`config.mk`:
```
export PLATFORM = sky130hd
export DESIGN_NAME = windowed_fir_filter
export DESIGN_NICKNAME = d
export VERILOG_FILES = /design/src/hdl/wfir_pkg.sv /design/src/hdl/windowed_fir_filter.sv /design/src/hdl/wfir_ram.sv
export SDC_FILE = /design/constraint.sdc
export NUM_CORES = 1
export LEC_CHECK = 0
export BUFFER_PORTS_ARGS = -buffer_cell sky130_fd_sc_hd__clkbuf_2
export CAP_MARGIN = 0
export CORE_MARGIN = 3
export CORE_UTILIZATION = 60
export CTS_CLUSTER_DIAMETER = 60
export DETAILED_ROUTE_END_ITERATION = 16
export PLACE_DENSITY = 0.86
export SYNTH_ARGS = -nofsm -noshare
export SYNTH_HDL_FRONTEND = slang
export SYNTH_SLANG_ARGS = --single-unit
```
`constraint.sdc`:
```
create_clock -name i_clk -period 13.16 [get_ports i_clk]
set_clock_uncertainty 0.2 [all_clocks]
set_input_delay 2.632 -clock i_clk [delete_from_list [all_inputs] [get_ports i_clk]]
set_output_delay 2.632 -clock i_clk [all_outputs]
set_load 0.02 [all_outputs]
```
`src/hdl/wfir_pkg.sv`:
```
// Shared types and constants of the ten-tap symmetric FIR filter.
package wfir_pkg;

    localparam int TAPS       = 10;
    localparam int NUM_COEFS  = 5;
    localparam int COEF_W     = 16;
    localparam int OUT_W      = 16;
    localparam int TAP_IDX_W  = 4;
    localparam int COEF_IDX_W = 3;
    localparam int CFG_IDX_W  = 3;
    localparam int FRAC_BITS  = 15;

    typedef logic signed [COEF_W-1:0] t_coef;
    typedef logic [TAP_IDX_W-1:0]     t_tap_idx;
    typedef logic [COEF_IDX_W-1:0]    t_coef_idx;

    typedef enum logic [CFG_IDX_W-1:0] {
        CFG_COEF_OUTER  = 3'd0,
        CFG_COEF_SECOND = 3'd1,
        CFG_COEF_THIRD  = 3'd2,
        CFG_COEF_FOURTH = 3'd3,
        CFG_COEF_CENTER = 3'd4
    } t_cfg_idx;

    localparam t_coef COEF_RESET [NUM_COEFS] = '{
        -16'sd78, -16'sd430, -16'sd1071, 16'sd3002, 16'sd11558
    };

endpackage

```
`src/hdl/windowed_fir_filter.sv`:
```
// Top level of the ten-tap symmetric FIR filter with a RAM-held delay line.
// The ten taps are read one after another through the single read port of the
// delay-line RAM and pass through the read and multiply pipeline; a new sample
// is accepted only once the result of the previous one has been registered.
// Reset clears the delay line at once through per-slot valid bits, returns the
// write position to slot zero and loads the Hamming-windowed default coefficients.
module windowed_fir_filter #(
    parameter int SAMPLE_BITS = 10
) (
    input  logic                                i_clk,
    input  logic                                i_rst_n,
    input  logic                                i_valid,
    output logic                                o_ready,
    input  logic [SAMPLE_BITS-1:0]              i_sample,
    output logic                                o_valid,
    input  logic                                i_ready,
    output logic signed [wfir_pkg::OUT_W-1:0]   o_filtered,
    input  logic                                i_cfg_valid,
    output logic                                o_cfg_ready,
    input  logic [wfir_pkg::CFG_IDX_W-1:0]      i_cfg_index,
    input  logic [wfir_pkg::COEF_W-1:0]         i_cfg_data
);

    import wfir_pkg::*;

    localparam int PROD_W = SAMPLE_BITS + COEF_W + 1;
    localparam int ACC_W  = PROD_W + 4;
    localparam int SHR_W  = ACC_W - FRAC_BITS;
    localparam int SAT_W  = (SHR_W > OUT_W) ? SHR_W : OUT_W + 1;
    localparam int ADDR_W = $clog2(TAPS);

    localparam logic signed [ACC_W-1:0] ROUND_BIAS = ACC_W'(1) <<< (FRAC_BITS - 1);
    localparam logic signed [SAT_W-1:0] SAT_MAX    = SAT_W'(32767);
    localparam logic signed [SAT_W-1:0] SAT_MIN    = -SAT_W'(32768);

    typedef enum logic [1:0] {
        S_IDLE,
        S_ISSUE,
        S_DRAIN
    } t_state;

    t_state                    r_state;
    t_coef                     r_coef [NUM_COEFS];
    logic [TAPS-1:0]           r_slot_ok;
    logic [ADDR_W-1:0]         r_wpos;
    logic [ADDR_W-1:0]         r_rptr;
    t_tap_idx                  r_k;
    logic                      r_rd_vld;
    logic                      r_rd_live;
    t_coef                     r_rd_coef;
    logic                      r_prod_vld;
    logic signed [PROD_W-1:0]  r_prod;
    logic signed [ACC_W-1:0]   r_acc;
    logic                      r_out_valid;
    logic signed [OUT_W-1:0]   r_filtered;

    logic                      w_accept;
    logic [SAMPLE_BITS-1:0]    w_rd_data;
    logic [SAMPLE_BITS-1:0]    w_rd_sample;
    t_tap_idx                  w_tap_rev;
    t_coef_idx                 w_coef_idx;
    logic signed [PROD_W-1:0]  w_prod;
    logic signed [ACC_W-1:0]   w_biased;
    logic signed [SHR_W-1:0]   w_shifted;
    logic signed [SAT_W-1:0]   w_wide;
    logic signed [OUT_W-1:0]   w_result;
    logic                      w_finish;

    assign w_accept    = i_valid && o_ready;
    assign o_ready     = (r_state == S_IDLE);
    assign o_cfg_ready = (r_state == S_IDLE);
    assign o_valid     = r_out_valid;
    assign o_filtered  = r_filtered;

    wfir_ram #(
        .WIDTH (SAMPLE_BITS),
        .DEPTH (TAPS)
    ) u_delay_ram (
        .i_clk   (i_clk),
        .i_we    (w_accept),
        .i_waddr (r_wpos),
        .i_wdata (i_sample),
        .i_raddr (r_rptr),
        .o_rdata (w_rd_data)
    );

    // Taps are symmetric about the centre, so the second half mirrors the first.
    assign w_tap_rev  = t_tap_idx'(TAPS - 1) - r_k;
    assign w_coef_idx = (r_k < t_tap_idx'(NUM_COEFS)) ? r_k[COEF_IDX_W-1:0]
                                                      : w_tap_rev[COEF_IDX_W-1:0];

    assign w_rd_sample = r_rd_live ? w_rd_data : '0;
    assign w_prod      = $signed({1'b0, w_rd_sample}) * r_rd_coef;

    assign w_biased  = r_acc + ROUND_BIAS;
    assign w_shifted = w_biased[ACC_W-1:FRAC_BITS];
    assign w_wide    = SAT_W'(w_shifted);

    always_comb begin
        if (w_wide > SAT_MAX) begin
            w_result = 16'sh7FFF;
        end else if (w_wide < SAT_MIN) begin
            w_result = 16'sh8000;
        end else begin
            w_result = w_wide[OUT_W-1:0];
        end
    end

    assign w_finish = (r_state == S_DRAIN) && !r_rd_vld && !r_prod_vld
                      && (!r_out_valid || i_ready);

    always_ff @(posedge i_clk) begin
        if (!i_rst_n) begin
            for (int i = 0; i < NUM_COEFS; i++) begin
                r_coef[i] <= COEF_RESET[i];
            end
        end else if (i_cfg_valid && o_cfg_ready && (i_cfg_index <= CFG_COEF_CENTER)) begin
            r_coef[i_cfg_index] <= i_cfg_data;
        end
    end

    always_ff @(posedge i_clk) begin
        r_rd_coef <= r_coef[w_coef_idx];
        r_prod    <= w_prod;
        if (w_finish) begin
            r_filtered <= w_result;
        end
    end

    always_ff @(posedge i_clk) begin
        if (!i_rst_n) begin
            r_state     <= S_IDLE;
            r_slot_ok   <= '0;
            r_wpos      <= '0;
            r_rptr      <= '0;
            r_k         <= '0;
            r_rd_vld    <= 1'b0;
            r_rd_live   <= 1'b0;
            r_prod_vld  <= 1'b0;
            r_acc       <= '0;
            r_out_valid <= 1'b0;
        end else begin
            r_rd_vld   <= (r_state == S_ISSUE);
            r_prod_vld <= r_rd_vld;
            if (w_accept) begin
                r_acc <= '0;
            end else if (r_prod_vld) begin
                r_acc <= r_acc + ACC_W'(r_prod);
            end
            if (w_finish) begin
                r_out_valid <= 1'b1;
            end else if (r_out_valid && i_ready) begin
                r_out_valid <= 1'b0;
            end
            case (r_state)
                S_IDLE: begin
                    if (w_accept) begin
                        r_slot_ok[r_wpos] <= 1'b1;
                        r_rptr            <= r_wpos;
                        r_wpos            <= (r_wpos == ADDR_W'(TAPS - 1)) ? '0
                                                                           : r_wpos + 1'b1;
                        r_k               <= '0;
                        r_state           <= S_ISSUE;
                    end
                end
                S_ISSUE: begin
                    r_rd_live <= r_slot_ok[r_rptr];
                    r_rptr    <= (r_rptr == '0) ? ADDR_W'(TAPS - 1) : r_rptr - 1'b1;
                    r_k       <= r_k + 1'b1;
                    if (r_k == t_tap_idx'(TAPS - 1)) begin
                        r_state <= S_DRAIN;
                    end
                end
                S_DRAIN: begin
                    if (w_finish) begin
                        r_state <= S_IDLE;
                    end
                end
                default: begin
                    r_state <= S_IDLE;
                end
            endcase
        end
    end

endmodule

```
`src/hdl/wfir_ram.sv`:
```
// Generic single-clock RAM with one write port and one registered read port.
module wfir_ram #(
    parameter int WIDTH = 10,
    parameter int DEPTH = 10
) (
    input  logic                     i_clk,
    input  logic                     i_we,
    input  logic [$clog2(DEPTH)-1:0] i_waddr,
    input  logic [WIDTH-1:0]         i_wdata,
    input  logic [$clog2(DEPTH)-1:0] i_raddr,
    output logic [WIDTH-1:0]         o_rdata
);

    logic [WIDTH-1:0] r_mem [DEPTH];
    logic [WIDTH-1:0] r_rdata;

    always_ff @(posedge i_clk) begin
        if (i_we) begin
            r_mem[i_waddr] <= i_wdata;
        end
        r_rdata <= r_mem[i_raddr];
    end

    assign o_rdata = r_rdata;

endmodule

```
Word-level counts from Yosys, hierarchy flattened
Memory sizes are Yosys's and may differ from the RTL's. A register that Yosys moved wholly into a read port is not among the register bits.
Cells that the tools add are included.
Storage, ports and cells
  register bits: 102
  bits in latches: 0
  bits in writable memories: 180
  ROM bits: 0
  output and inout bits: 19
  word-level logic and storage cells: 86
  memories kept: 2
Operators by class
  add/sub/neg operators: 6
  multiply operators: 1
  divide/modulo/power cells: 0
  $lt $le $gt $ge: 7
  eq/ne operators: 7
  shift operators: 0
  multiplexer cells: 28
  bitwise gates (word level): 2
  reduce and logical (&&, ||, !) cells: 21
Memories
  u_delay_ram.r_mem: words 10, bits a word 10, read ports 1, clocked after memory_dff 1, wr ports 1, RTL line wfir_ram.sv:14  | logic [WIDTH-1:0] r_mem [DEPTH];
  r_coef: words 5, bits a word 16, read ports 1, clocked after memory_dff 1, wr ports 5, RTL line windowed_fir_filter.sv:43  | t_coef r_coef [NUM_COEFS];
Operator list (count)
  16-bit 2-to-1 mux: 2
  31-bit by 16-bit adder with 31-bit output (second input constant): 1
  31-bit by 27-bit adder with 31-bit output: 1
  11-bit by 16-bit multiplier with 27-bit output: 1
  16-bit greater-than comparator (second input constant): 1
  16-bit < comparator (second input constant): 1
  4-bit 2-to-1 mux: 4
  4-bit case mux with 2 select lines: 2
  16-bit OR reduction: 1
  1-bit 2-to-1 mux: 11
  4-bit by 5-bit < comparator with 1-bit output (second input constant): 2
  10-bit 2-to-1 mux: 1
  10-bit OR: 1
  4-bit by 1-bit adder with 4-bit output (second input constant): 2
  4-bit == test (second input constant): 2
  1-bit logical AND: 8
  2-bit 2-to-1 mux: 3
  3-bit 2-to-1 mux: 2
  2-bit case mux with 3 select lines: 1
  1-bit binary-select mux with 4-bit select: 1
  1-bit demux with 4-bit select: 1
  4-bit by 1-bit greater-or-equal comparator with 1-bit output (second input constant): 1
  4-bit logical NOT: 1
  4-bit by 3-bit < comparator with 1-bit output (second input constant): 1
  other kinds (15): 20

Logic depth before layout (Yosys ltp)
  depth after elaboration: 8
  gate-level depth with buffers: 23

By module
Synthesis repeated with hierarchy kept, for this count alone.
Unflattened totals
  cell total of the unflattened synthesis: 1839
  area total of the unflattened synthesis: 21419.3 µm²
Modules (own cells, without submodules)
  windowed_fir_filter: instances 1, cells an instance 1609, area an instance 17171.5 µm², seq. area each 6366.1 µm²
  wfir_ram: instances 1, cells an instance 230, area an instance 4247.8 µm², seq. area each 3203.1 µm²

Worst setup path before layout
Ideal clock, no wire load.
  path type: register to register
  start point: register r_rd_live
  end point: register r_prod[25]
  arrival: 5.641 ns
  data required time: 12.888 ns
  path slack: 7.247 ns
  stages on the path, launching flop included: 21
  clock period less this slack: 5.913 ns
  cell sequence: dfxtp_1 and2_1 clkbuf_1 nand2_1 fa_1 inv_1 fa_1 fa_1 fa_1 inv_1 fa_1 inv_1 ha_1 and3_1 a221o_2 a21oi_4 nand3_2 and4b_1 a2111o_1 a21oi_2 xnor2_1
Between the ends
  longest elaborated chain between the ends: 2
Ends and longest elaborated chain
  from (decl): RTL line windowed_fir_filter.sv:49  | logic r_rd_live;
  from (signal assigned): RTL line windowed_fir_filter.sv:167  | r_rd_live <= r_slot_ok[r_rptr];
  10-bit 2-to-1 mux: RTL line windowed_fir_filter.sv:92  | assign w_rd_sample = r_rd_live ? w_rd_data : '0;
  11-bit by 16-bit multiplier with 27-bit output: RTL line windowed_fir_filter.sv:93  | assign w_prod = $signed({1'b0, w_rd_sample}) * r_rd_coef;
  net w_prod[25]: RTL line windowed_fir_filter.sv:62  | logic signed [PROD_W-1:0] w_prod;
  to (signal assigned): RTL line windowed_fir_filter.sv:124  | r_prod <= w_prod;
  to (decl): RTL line windowed_fir_filter.sv:52  | logic signed [PROD_W-1:0] r_prod;
The timed path passes the listed nets, and every way through them passes these cells.
A chain may end at the register's enable or synchronous reset.

Final worst setup path
  start point: register r_rd_live
  end point: register r_prod[26]
The elaborated chain is that of the path after synthesis.

==> flow_summary.toml <==
[place]
placed_area_sq_um = 21800
place_hpwl_um = 29600
port_buffers = 52
routabilityCongestion = 0.875
pre_cts_ws_ps = 6440

[pwr]
clockPowerShare = 0.322
p_per_area_nw_per_um2 = 143
comb_power_share = 0.272
swShare = 0.311
power.leakage_nw = 9.59
switchingPower_mw = 1.02
ir_drop_uv = 130
cellInternalPower_mw = 2.27
p_seq_frac = 0.406

[setup_path]
crit_chain = "buf_4 -> and2_1 -> nand2_1 -> fa_1 -> inv_1 -> fa_1 -> fa_1 -> fa_1 -> inv_1 -> fa_1 -> inv_1 -> ha_1 -> and3_1 -> a221o_2 -> a21oi_4 -> o21ai_1 -> o2111ai_1 -> nand3_1 -> a31o_1 -> a21oi_1 -> xnor2_1"
r2r-start = "r_rd_live$_SDFFE_PN0P_"
cp_common_cell = "fa_1"
critical_path_class = "register to register"
required_ps = 13420
cp_max_fo = 85
rrSetupSlack_ps = 6410
crit_path_end_kind = "register"
r2r_cells = 21
cpMaxStageDelayCell = "fa_1"
worstPathArrival_ps = 7010
max_stage_delay_ps = 550
start_kind = "register"
worstReg2RegEnd = "r_prod[26]$_DFF_P_"

[yosys]
synthXorXnorAreaFrac = 0.0285
yosysUniqueCellTypes = 68
yosysWarnings = 0
synth_mux_area_frac = 0.0796
synthCells = 1752
ys_seq_area_frac = 0.457
ys_ff_latch = 356
synth.area.top_cells = "edfxtp_1 (35%), fa_1 (14%), dfxtp_1 (11%)"
synth.largest_area_cell = "edfxtp_1"
synthFlopType = "edfxtp_1"
synth_enable_flop_cells = 244
synthArstFlopShare = 0
synth_area_sq_um = 20900
synth_top_area_frac = 0.350
synth_top_family_by_area = "adder cells"
synthSimpleGateAreaFrac = 0.121
syn_area_per_cell_sq_um = 11.9
synth_compound_area_frac = 0.0622
synth_fa_ha_area_frac = 0.197

[clocking]
clkLatencyLatePin_ps = 550
cts_resized = 0
cts_tree = "done"
numCtsBuffers = 38
cts_setup_buffers = 0
htreeDepth = 2
cts.clk_slew.worst_paths_ps = 60
cts-root-buf = "clkbuf_16"
clock_sinks = 356
cts_hold_buf = 0
cts_max_path_buffers = 3

[sta]
slew_headroom = 0.176
setup_ws_ps = 6410
finalCritPeriodShare = 0.513
worst_pin_slew_ps = 1230
grt_setup_unrepaired = "false"
final_hold_viol_count = 0
slew_violations = 0
finalCriticalPeriod_ps = 6750
finalSetupViolCount = 0
fmax_mhz = 148
setup_tns_ps = 0

[cells_and_area]
multiInputGateArea_sq_um = 10400
finalNetCount = 2104
nFillCells = 2285
design_area_sq_um = 23000
fin_util = 0.679
drive_above_1_share = 0.116
num_antenna_cells = 0
regArea_sq_um = 9570
syn2layout_area_growth_pct = 10.1

[die]
fp.dieH_um = 193
start_util = 0.616
core_area_sq_um = 34000
die_area_sq_um = 37200
die-width_um = 193
rows = 67
io_pins = 53

[global_routing]
grt_pass1_vias = 14200
antenna_found_initial = 0
grt_max_degree = 86
gr-total-overflow = 0
grt.total_usage = 0.248
grt_pass1_wl_um = 72800

[drt]
vias = 13600
post_drt_wl_per_cell_um = 19.2
drt_first_iter_violations = 1078
drc = 0
routed_wirelength_um = 44400
first_pass_iters = 5
antenna_left = 0
vias_per_cell = 5.88

[run]
drv_cap = 0

[worst_hold_path]
hold_path_startpoint = "r_slot_ok[3]$_SDFFE_PN0P_"
min_to = "r_slot_ok[3]$_SDFFE_PN0P_"
hold_depth = 1
hold_class = "register to register"

[outcome]
outcome = "finished, final reports clean"
==> placed cells by master, fill, tap and decap left out, types with 10 or more instances in the layout <==
master,instances
edfxtp_1,244
inv_1,218
fa_1,146
nand2_1,127
dfxtp_1,109
ha_1,96
and3_1,82
nor2_1,73
a21oi_1,59
mux4_2,54
clkbuf_2,52
conb_1,48
and2_1,47
xnor2_1,45
nand2b_1,43
clkbuf_16,39
nand3_1,28
mux2i_1,27
or3_1,24
a21o_1,22
xor2_1,22
o21a_1,21
o21ai_0,18
buf_4,18
nor2b_1,16
mux2_2,16
nor3_1,15
a211oi_1,15
a31oi_1,11
clkbuf_1,11
nand4_1,10
==> synth_stat cells, types with 3 or more instances <==
master and number:
a211oi_1 15, a21boi_0 6, a21o_1 22, a21oi_1 59
a31oi_1 11, and2_1 47, and3_1 82, buf_1 21
clkbuf_1 57, dfxtp_1 112, edfxtp_1 244, fa_1 146
ha_1 96, inv_1 218, mux2_2 16, mux2i_1 27
mux4_2 54, nand2_1 127, nand2b_1 43, nand3_1 28
nand3b_1 3, nand4_1 10, nor2_1 73, nor2b_1 17
nor3_1 15, nor4_1 5, o211ai_1 6, o21a_1 21
o21ai_0 20, o21ai_1 7, o21bai_1 3, o22ai_1 7
or3_1 24, xnor2_1 46, xor2_1 22
==> cells by family (layout without fill, tap and decap cells) <==
family | count (synthesis) | in the layout
xor gates and xnor gates | 68 | 68
adders and majority gates | 242 | 242
AOI/OAI and AO/OA | 199 | 199
muxes | 97 | 97
other | 1 | 48
and+or+nand+nor | 489 | 489
DFF | 356 | 356
buffers and inverters | 300 | 359
==> sequential cells by signal, summed over array words and instances, names as in the netlist, 2 cells and up <==
signal,flops
r_coef,128
u_delay_ram.r_mem,100
r_acc,31
r_prod,27
o_filtered,16
r_rd_coef,16
r_slot_ok,10
u_delay_ram.o_rdata,10
r_k,4
r_rptr,4
r_wpos,4
r_state,2
==> worst max-delay path by stage <==
stage / from / endpoint / slack [ps] / depth (start not counted)
6_report: r_rd_live$_SDFFE_PN0P_ / r_prod[26]$_DFF_P_ / 6410 / 21
5_1_grt: r_rd_live$_SDFFE_PN0P_ / r_prod[26]$_DFF_P_ / 6040 / 21
3_3_place_gp: r_rd_live$_SDFFE_PN0P_ / r_prod[26]$_DFF_P_ / 6630 / 21
3_5_place_dp: r_rd_live$_SDFFE_PN0P_ / r_prod[26]$_DFF_P_ / 6440 / 21
2_1_floorplan: r_rd_live$_SDFFE_PN0P_ / r_prod[25]$_DFF_P_ / 7250 / 20
4_1_cts: r_rd_live$_SDFFE_PN0P_ / r_prod[26]$_DFF_P_ / 6420 / 21
==> metal layers <==
metal	global-route usage	wire length [um]
met1	0.315	17400
met2	0.435	22700
met3	0.0447	3020
met4	0.0796	1240
met5	0	0
==> through the flow <==
step	power (mW)	instances	hold slack, ps
after CTS	3.32	2306	268
after global routing	3.50	2306	290
after detailed placement	2.25	2236	252
after global placement	2.20	2236	245
final	3.30	2306	263
after floorplan	2.05	1799	235
==> power by group through the flow <==
stage	Sequential (mW)	Combinational (mW)	Clock (mW)
2_1_floorplan	1.32	0.730	0
3_3_place_gp	1.35	0.847	0
3_5_place_dp	1.36	0.896	0
4_1_cts	1.34	0.904	1.07
5_1_grt	1.35	1.03	1.12
6_report	1.34	0.897	1.06
==> final cells by class <==
cell class,count,share of cell area
Timing Repair Buffer,70,0.0172
Tap cell,448,0.0243
Sequential cell,356,0.415
Inverter,219,0.0357
Multi-Input combinational cell,1143,0.453
Clock buffer,58,0.0489
Clock inverter,12,0.00587
==> worst max-delay path: cells and delay by family, from the launching register on <==
family	cells	cell delay [ps]
xor gates and xnor gates	1	140
and+or+nand+nor	4	1000
adders and majority gates	6	2940
DFF	1	340
AOI/OAI and AO/OA	6	1360
buffers and inverters	4	660
No activity file was read; power rests on OpenSTA's default activity.
